<file path="config.mk">
export PLATFORM = sky130hd
export DESIGN_NAME = mecanum_wheel_mixer_unit
export DESIGN_NICKNAME = d
export VERILOG_FILES = /design/src/design/mwm_pkg.sv /design/src/design/mwm_div_step.sv /design/src/design/mecanum_wheel_mixer_unit.sv
export SDC_FILE = /design/constraint.sdc
export NUM_CORES = 2
export LEC_CHECK = 0
export ABC_AREA = 1
export BUFFER_PORTS_ARGS = -buffer_cell sky130_fd_sc_hd__buf_2
export CORE_MARGIN = 3
export CORE_UTILIZATION = 50
export DETAILED_ROUTE_END_ITERATION = 12
export GPL_TIMING_DRIVEN = 0
export PLACE_DENSITY_LB_ADDON = 0.3
export SLEW_MARGIN = 20
export SYNTH_ARGS = -nofsm -noshare
export SYNTH_HDL_FRONTEND = slang
export SYNTH_SLANG_ARGS = --single-unit
</file>
<file path="constraint.sdc">
create_clock -name aclk -period 12 [get_ports aclk]
set_clock_uncertainty 0.05 [all_clocks]
set_input_delay 2.4 -clock aclk [delete_from_list [all_inputs] [get_ports aclk]]
set_output_delay 2.4 -clock aclk [all_outputs]
set_load 0.01 [all_outputs]
</file>
<file path="src/design/mwm_pkg.sv">
// ----------------------------------------------------------------------------
// mwm_pkg
// Shared types and constants of the mecanum wheel mixer: command and result
// transaction layouts, internal widths, direction codes and divider lanes.
// ----------------------------------------------------------------------------
`default_nettype none

package mwm_pkg;

    // Width of one velocity or rotation command.
    localparam int CMD_BITS = 8;
    // Width of a wheel duty and of the maximum speed register.
    localparam int DUTY_W   = 10;
    // A mixed speed is the sum of three commands.
    localparam int SUM_W    = CMD_BITS + 2;
    // Magnitude of a mixed speed, at most three times the largest command.
    localparam int MAG_W    = CMD_BITS + 1;
    // Dividend of the scaling division: magnitude times maximum speed.
    localparam int NUM_W    = MAG_W + DUTY_W;
    // Common width for comparing a magnitude with the maximum speed.
    localparam int CMP_W    = (MAG_W > DUTY_W) ? MAG_W : DUTY_W;

    localparam logic [DUTY_W-1:0] MAX_SPEED_RESET = DUTY_W'(100);

    localparam logic [1:0] DIR_STOP = 2'd0;
    localparam logic [1:0] DIR_FWD  = 2'd1;
    localparam logic [1:0] DIR_REV  = 2'd2;

    typedef struct packed {
        logic signed [CMD_BITS-1:0] vel_x;
        logic signed [CMD_BITS-1:0] vel_y;
        logic signed [CMD_BITS-1:0] turn_rate;
    } cmd_t;

    typedef struct packed {
        logic [1:0]        front_left_dir;
        logic [DUTY_W-1:0] front_left_duty;
        logic [1:0]        front_right_dir;
        logic [DUTY_W-1:0] front_right_duty;
        logic [1:0]        back_left_dir;
        logic [DUTY_W-1:0] back_left_duty;
        logic [1:0]        back_right_dir;
        logic [DUTY_W-1:0] back_right_duty;
    } result_t;

    // One wheel inside the divider: partial remainder, quotient so far, and
    // whether the final wheel speed is negative.
    typedef struct packed {
        logic [NUM_W-1:0]  rem;
        logic [DUTY_W-1:0] quo;
        logic              rev;
    } div_lane_t;

    // Everything one divider stage hands to the next.
    typedef struct packed {
        div_lane_t [3:0]  lane;
        logic [MAG_W-1:0] den;
    } div_bus_t;

    function automatic logic [1:0] wheel_dir(input logic [DUTY_W-1:0] duty,
                                             input logic rev);
        logic [1:0] dir;
        if (duty == '0) begin
            dir = DIR_STOP;
        end else if (rev) begin
            dir = DIR_REV;
        end else begin
            dir = DIR_FWD;
        end
        return dir;
    endfunction

endpackage

`default_nettype wire

</file>
<file path="src/design/mwm_div_step.sv">
// ----------------------------------------------------------------------------
// mwm_div_step
// One registered step of the restoring divider: resolves a single quotient
// bit for all four wheels against the shared divisor.
// ----------------------------------------------------------------------------
`default_nettype none

module mwm_div_step
    import mwm_pkg::*;
#(
    parameter int BIT = 0
) (
    input  wire logic     aclk,
    input  wire logic     load_en,
    input  wire div_bus_t bus_i,
    output div_bus_t      bus_o
);

    localparam int SH = BIT;

    div_bus_t          bus_reg;
    div_bus_t          bus_next;
    logic [NUM_W-1:0]  sub_val;
    logic [NUM_W:0]    trial [4];

    // The shifted divisor fits because the shift is at most DUTY_W-1 and NUM_W is MAG_W + DUTY_W.
    assign sub_val = NUM_W'(bus_i.den) << SH;

    always_comb begin
        bus_next = bus_i;
        for (int k = 0; k < 4; k++) begin
            trial[k] = {1'b0, bus_i.lane[k].rem} - {1'b0, sub_val};
            if (!trial[k][NUM_W]) begin
                bus_next.lane[k].rem      = trial[k][NUM_W-1:0];
                bus_next.lane[k].quo[SH]  = 1'b1;
            end
        end
    end

    always_ff @(posedge aclk) begin
        if (load_en) begin
            bus_reg <= bus_next;
        end
    end

    assign bus_o = bus_reg;

endmodule

`default_nettype wire

</file>
<file path="src/design/mecanum_wheel_mixer_unit.sv">
// ----------------------------------------------------------------------------
// mecanum_wheel_mixer_unit
// Mixes a lateral, forward and rotation command into four mecanum wheel
// direction codes and PWM duties, scaled down to the configured maximum.
// ----------------------------------------------------------------------------
// Usage:
// A command transaction enters on s_valid/s_ready with s_cmd; one result
// transaction with a direction and a duty for each wheel leaves on
// m_valid/m_ready with m_result. Every command gives exactly one result.
// The block is a pipeline of 15 register stages: mixing, magnitudes,
// largest magnitude and limit check, multiply by the speed cap, ten restoring
// divider steps (one quotient bit each) and an output register. A new
// command can be taken on every cycle while m_ready stays high, so
// the sustained rate is one transaction per clock. Each stage moves
// forward when it is empty or the stage after it moves, so a stalled
// receiver only holds the stages that are full; s_ready falls only when
// all 15 stages hold a transaction and m_ready is low. Nothing is lost
// or repeated.
// The speed cap is written through cfg_we/cfg_wdata and is meant to change
// only while no transaction is in flight. A synchronous reset (aresetn low)
// empties the pipeline and sets the speed cap to 100.
// ----------------------------------------------------------------------------
`default_nettype none

module mecanum_wheel_mixer_unit
    import mwm_pkg::*;
(
    input  wire logic              aclk,
    input  wire logic              aresetn,

    input  wire logic              s_valid,
    output logic                   s_ready,
    input  wire cmd_t              s_cmd,

    output logic                   m_valid,
    input  wire logic              m_ready,
    output result_t                m_result,

    input  wire logic              cfg_we,
    input  wire logic [DUTY_W-1:0] cfg_wdata
);

    // Stage numbering: 0 mix, 1 magnitude, 2 limit check, 3 multiply,
    // then the divider steps and finally the output register.
    localparam int ST_MIX  = 0;
    localparam int ST_MAG  = 1;
    localparam int ST_LIM  = 2;
    localparam int ST_MUL  = 3;
    localparam int ST_DIV0 = 4;
    localparam int ST_OUT  = ST_DIV0 + DUTY_W;
    localparam int NSTG    = ST_OUT + 1;

    logic [DUTY_W-1:0] speed_cap_reg;

    logic [NSTG-1:0]   valid_reg;
    logic [NSTG-1:0]   valid_next;
    logic [NSTG-1:0]   stg_en;

    // Configuration register.
    always_ff @(posedge aclk) begin
        if (!aresetn) begin
            speed_cap_reg <= MAX_SPEED_RESET;
        end else if (cfg_we) begin
            speed_cap_reg <= cfg_wdata;
        end
    end

    // A stage may load when it is empty or its contents move on this cycle.
    always_comb begin
        stg_en[NSTG-1] = !valid_reg[NSTG-1] || m_ready;
        for (int k = NSTG - 2; k >= 0; k--) begin
            stg_en[k] = !valid_reg[k] || stg_en[k+1];
        end
    end

    always_comb begin
        valid_next = valid_reg;
        if (stg_en[0]) begin
            valid_next[0] = s_valid;
        end
        for (int k = 1; k < NSTG; k++) begin
            if (stg_en[k]) begin
                valid_next[k] = valid_reg[k-1];
            end
        end
    end

    always_ff @(posedge aclk) begin
        if (!aresetn) begin
            valid_reg <= '0;
        end else begin
            valid_reg <= valid_next;
        end
    end

    assign s_ready = stg_en[ST_MIX];
    assign m_valid = valid_reg[ST_OUT];

    // ------------------------------------------------------------------
    // Stage 0: the four wheel mixes, in the order LF, RF, LB, RB.
    // ------------------------------------------------------------------
    logic signed [SUM_W-1:0] vx_ext;
    logic signed [SUM_W-1:0] vy_ext;
    logic signed [SUM_W-1:0] w_ext;
    logic signed [SUM_W-1:0] sum_next [4];
    logic signed [SUM_W-1:0] sum_reg  [4];

    assign vx_ext = SUM_W'(s_cmd.vel_x);
    assign vy_ext = SUM_W'(s_cmd.vel_y);
    assign w_ext  = SUM_W'(s_cmd.turn_rate);

    assign sum_next[0] = vy_ext + vx_ext - w_ext;
    assign sum_next[1] = vy_ext - vx_ext + w_ext;
    assign sum_next[2] = vy_ext - vx_ext - w_ext;
    assign sum_next[3] = vy_ext + vx_ext + w_ext;

    always_ff @(posedge aclk) begin
        if (stg_en[ST_MIX]) begin
            sum_reg <= sum_next;
        end
    end

    // ------------------------------------------------------------------
    // Stage 1: magnitudes, final signs and the two pairwise maxima.
    // The left wheels are negated at the end, so their reverse flag is
    // set when the mix is positive.
    // ------------------------------------------------------------------
    logic [MAG_W-1:0] mag_next  [4];
    logic [MAG_W-1:0] mag1_reg  [4];
    logic [3:0]       rev_next;
    logic [3:0]       rev1_reg;
    logic [MAG_W-1:0] max01_reg;
    logic [MAG_W-1:0] max23_reg;

    always_comb begin
        for (int k = 0; k < 4; k++) begin
            mag_next[k] = sum_reg[k][SUM_W-1] ? MAG_W'(-sum_reg[k])
                                              : MAG_W'(sum_reg[k]);
        end
        rev_next[0] = !sum_reg[0][SUM_W-1];
        rev_next[1] =  sum_reg[1][SUM_W-1];
        rev_next[2] = !sum_reg[2][SUM_W-1];
        rev_next[3] =  sum_reg[3][SUM_W-1];
    end

    always_ff @(posedge aclk) begin
        if (stg_en[ST_MAG]) begin
            mag1_reg  <= mag_next;
            rev1_reg  <= rev_next;
            max01_reg <= (mag_next[0] > mag_next[1]) ? mag_next[0] : mag_next[1];
            max23_reg <= (mag_next[2] > mag_next[3]) ? mag_next[2] : mag_next[3];
        end
    end

    // ------------------------------------------------------------------
    // Stage 2: largest magnitude and whether scaling is needed.
    // ------------------------------------------------------------------
    logic [MAG_W-1:0] largest_next;
    logic [MAG_W-1:0] largest_reg;
    logic [MAG_W-1:0] mag2_reg [4];
    logic [3:0]       rev2_reg;
    logic             scale_reg;

    assign largest_next = (max01_reg > max23_reg) ? max01_reg : max23_reg;

    always_ff @(posedge aclk) begin
        if (stg_en[ST_LIM]) begin
            mag2_reg    <= mag1_reg;
            rev2_reg    <= rev1_reg;
            largest_reg <= largest_next;
            scale_reg   <= CMP_W'(largest_next) > CMP_W'(speed_cap_reg);
        end
    end

    // ------------------------------------------------------------------
    // Stage 3: build the dividend and divisor. When scaling, the quotient
    // is mag * speed cap / largest. Otherwise dividing the magnitude by one
    // passes it through unchanged, since it is already at or below the cap.
    // ------------------------------------------------------------------
    logic [NUM_W-1:0] mag_wide [4];
    logic [NUM_W-1:0] lim_wide;
    logic [NUM_W-1:0] prod     [4];
    div_bus_t         div0_next;
    div_bus_t         div0_reg;

    assign lim_wide = NUM_W'(speed_cap_reg);

    always_comb begin
        for (int k = 0; k < 4; k++) begin
            mag_wide[k] = NUM_W'(mag2_reg[k]);
            prod[k]     = mag_wide[k] * lim_wide;
            div0_next.lane[k].rem = scale_reg ? prod[k] : mag_wide[k];
            div0_next.lane[k].quo = '0;
            div0_next.lane[k].rev = rev2_reg[k];
        end
        div0_next.den = scale_reg ? largest_reg : MAG_W'(1);
    end

    always_ff @(posedge aclk) begin
        if (stg_en[ST_MUL]) begin
            div0_reg <= div0_next;
        end
    end

    // ------------------------------------------------------------------
    // Divider: one quotient bit per stage, most significant first.
    // ------------------------------------------------------------------
    div_bus_t div_bus [DUTY_W+1];

    assign div_bus[0] = div0_reg;

    for (genvar i = 0; i < DUTY_W; i++) begin : g_div
        mwm_div_step #(
            .BIT (DUTY_W - 1 - i)
        ) u_step (
            .aclk    (aclk),
            .load_en (stg_en[ST_DIV0 + i]),
            .bus_i   (div_bus[i]),
            .bus_o   (div_bus[i+1])
        );
    end

    // ------------------------------------------------------------------
    // Output register: direction codes and duties.
    // ------------------------------------------------------------------
    div_bus_t div_last;
    result_t  result_next;
    result_t  m_result_reg;

    assign div_last = div_bus[DUTY_W];

    always_comb begin
        result_next.front_left_duty  = div_last.lane[0].quo;
        result_next.front_left_dir   = wheel_dir(div_last.lane[0].quo, div_last.lane[0].rev);
        result_next.front_right_duty = div_last.lane[1].quo;
        result_next.front_right_dir  = wheel_dir(div_last.lane[1].quo, div_last.lane[1].rev);
        result_next.back_left_duty   = div_last.lane[2].quo;
        result_next.back_left_dir    = wheel_dir(div_last.lane[2].quo, div_last.lane[2].rev);
        result_next.back_right_duty  = div_last.lane[3].quo;
        result_next.back_right_dir   = wheel_dir(div_last.lane[3].quo, div_last.lane[3].rev);
    end

    always_ff @(posedge aclk) begin
        if (stg_en[ST_OUT]) begin
            m_result_reg <= result_next;
        end
    end

    assign m_result = m_result_reg;

    // ------------------------------------------------------------------
    // Assertions
    // ------------------------------------------------------------------

    // The input side only stalls when every stage is occupied.
    a_ready_full: assert property (@(posedge aclk) disable iff (!aresetn)
        !s_ready |-> (&valid_reg && !m_ready))
        else $error("s_ready low while a pipeline stage is empty");

    // After the last divider step every remainder is below the divisor,
    // which shows that the quotient did not overflow its duty width.
    a_div_done: assert property (@(posedge aclk) disable iff (!aresetn)
        valid_reg[ST_OUT-1] |->
            (div_last.lane[0].rem < NUM_W'(div_last.den)) &&
            (div_last.lane[1].rem < NUM_W'(div_last.den)) &&
            (div_last.lane[2].rem < NUM_W'(div_last.den)) &&
            (div_last.lane[3].rem < NUM_W'(div_last.den)))
        else $error("divider remainder not below divisor");

    // A wheel reports stop exactly when its duty is zero.
    a_stop_duty: assert property (@(posedge aclk) disable iff (!aresetn)
        m_valid |->
            ((m_result.front_left_dir  == DIR_STOP) == (m_result.front_left_duty  == '0)) &&
            ((m_result.front_right_dir == DIR_STOP) == (m_result.front_right_duty == '0)) &&
            ((m_result.back_left_dir   == DIR_STOP) == (m_result.back_left_duty   == '0)) &&
            ((m_result.back_right_dir  == DIR_STOP) == (m_result.back_right_duty  == '0)))
        else $error("direction code disagrees with duty");

    // A stage that moves on while the next one is held would overwrite it.
    a_no_overrun: assert property (@(posedge aclk) disable iff (!aresetn)
        (valid_reg[ST_OUT] && !m_ready) |=> $stable(m_result))
        else $error("stalled result changed");

endmodule

`default_nettype wire

</file>
==> impl_metrics.tcl <==
set metrics [dict create \
    drt_pre_antenna_iters 8 \
    yosysTopAreaCellShare_pct 49.2 \
    drt_iter0_markers 3049 \
    crit_type "in2out" \
    synthTopCellsByArea "edfxtp_1, ha_1, nand2_1, fa_1, inv_1" \
    hold_depth 0 \
    max_freq_mhz 127 \
    vias 53500 \
    port-buffer-count 88 \
    gr-total-overflow 0 \
    core_area_um2 155000 \
    netlist_area_um2 78300 \
    cts_made_buffers 142 \
    insertion_delay_ns 0.76 \
    synthSimpleGateAreaFrac_pct 13.3 \
    yosys_warnings 0 \
    ys_ff_latch 1309 \
    track_usage_pct 23.1 \
    h-tree-depth 4 \
    final_cell_mix "nand2_1, edfxtp_1, inv_1" \
    finalMaxSlewViolations 0 \
    synth.distinct_cells 71 \
    muxShareOfSynthArea_pct 0.0144 \
    mostFrequentLayoutCell "nand2_1" \
    fin_crit_sh_pct 65.4 \
    tritoncts "done" \
    synth_ff_type "edfxtp_1" \
    hold_viol_final 0 \
    wire_per_inst_um 18.3 \
    place_ws_ns 4.06 \
    finalWorstSetupSlack_ns 4.15 \
    drc 0 \
    synth_nets 8680 \
    synth_top_area_cell "edfxtp_1" \
    crit_required_ns 9.55 \
    synth_edf_count 1284 \
    die_w_um 402 \
    multi_input_area_um2 33800 \
    fillers 13200 \
    start_kind "primary input" \
    ioPinCount 89 \
    cts-resized-gates 0 \
    fin_nets 8930 \
    hold_class "reg2reg" \
    fin_hold_ws_ns 0.340 \
    place.gp.congestion 0.927 \
    row_count 144 \
    fin_util_pct 55.9 \
    worst_pin_slew_ns 1.03 \
    syn_inst 7767 \
    regArea_um2 39100 \
    maxCapViolations 0 \
    grt_max_degree 81 \
    ctsRootBufferMaster "clkbuf_16" \
    syn_area_per_cell_um2 10.1 \
    place_hpwl_um 149000 \
    grt_pass1_wl_um 290000 \
    fin_crit_ns 7.85 \
    antenna_found_initial 4 \
    first_global_vias 53300 \
    r2r_start "speed_cap_reg[2]" \
    synth_fa_ha_area_share_pct 16.6 \
    dieArea_um2 161000 \
    worstPathMaxFanout 40 \
    cts_setup_buffers 0 \
    final_layout_size_suffix_gt1_share_pct 5.99 \
    path_clk_slew_ns 0.05 \
    cp.arrival_ns 5.40 \
    startpoint "m_ready" \
    clock_path_buffers 3 \
    min_from "g_div[3].u_step.bus_o[114]" \
    ys_seq_area_share_pct 49.9 \
    avgViaCountPerCell 5.25 \
    synth_compound_area_share_pct 8.90 \
    cts_hold_buf 0 \
    synth_top_family_by_area "adder cells" \
    antenna_left 0 \
    rsz0062_at_grt "false" \
    async_reset_ff_share_pct 0 \
    setup_viol 0 \
    initial_core_util_pct 50.6 \
    die_h_um 402 \
    r2r_cells 19 \
    largest_register_ffs 1007 \
    cts_sinks 1309 \
    synthXorXnorAreaFrac_pct 4.27 \
    endpoint_kind "output port" \
    wl_um 186000 \
    area_growth_pct 10.5 \
    setup_tns_ns 0 \
    slew_headroom_pct 31.4 \
    status "completed" \
]
synth_stat cells (13+ instances only):
cell type / instances
xnor2_1: 138
o211ai_1: 17
nand4_1: 65
o31ai_1: 15
o21ai_0: 440
a211oi_1: 13
nor2_1: 497
o2111ai_1: 30
o21bai_1: 19
nand3b_1: 31
a21o_1: 35
nor4_1: 27
fa_1: 270
edfxtp_1: 1284
or2_2: 37
o21a_1: 16
buf_2: 42
dfxtp_1: 25
nor3_1: 81
ha_1: 604
xor2_1: 244
clkbuf_1: 95
a31oi_1: 23
o21ai_1: 64
a21oi_1: 534
nand2_1: 1489
inv_1: 1279
inv_2: 14
nand3_1: 227
logic make-up after synthesis:
logic type | after synthesis
xor gates and xnor gates | 382
AOI/OAI and AO/OA | 1260
muxes | 1
DFF | 1309
and+or+nand+nor | 2492
adders and majority gates | 874
buffers and inverters | 1449
final cells by class:
type / count / share of cell area (%)
clock buffer: 165 / 4.26
multi-input combinational: 5009 / 39.0
inverter: 1296 / 5.64
clock inverter: 90 / 1.21
timing repair buffer: 106 / 1.00
tap: 2044 / 2.95
buffer: 153 / 0.785
sequential: 1309 / 45.1
antenna: 2 / 0.00578
per-layer routing:
metal | global-route usage, % | vias up | routed length, um | share of wire [%]
met5 | 0 | - | 13 | 0.0070
met4 | 11.9 | 2 | 10500 | 5.7
met2 | 42.9 | 1262 | 97600 | 52
li1 | - | 26500 | - | -
met1 | 25.7 | 25300 | 70900 | 38
met3 | 2.92 | 384 | 7000 | 3.8
worst max-delay path, stage by stage:
cell	delay (ns)
buf_2	0.10
inv_1	0.17
nand4_4	0.27
nor2_4	0.34
nand4_4	0.25
nor2_4	0.32
nand4_4	0.30
nor2_8	0.27
nand4_4	0.56
buf_2	0.37
per-stage QoR:
stage,instances,cell area (um^2)
after global routing,10200,86600
after global placement,9899,81300
after detailed placement,9917,81800
final,10200,86600
after CTS,10200,86600
after floorplan,7767,78300
worst paths after layout:
check | end | slack [ns]
worst min register to register | g_div[4].u_step.bus_o[114] | 0.34
worst max-delay path | s_ready | 4.15
worst min-delay path | g_div[4].u_step.bus_o[114] | 0.34
worst max register to register | div0_reg[126] | 6.01
Power is left out: the tool's default activity adds up to more than one toggle a clock period on the data nets, which glitch-free logic cannot reach.
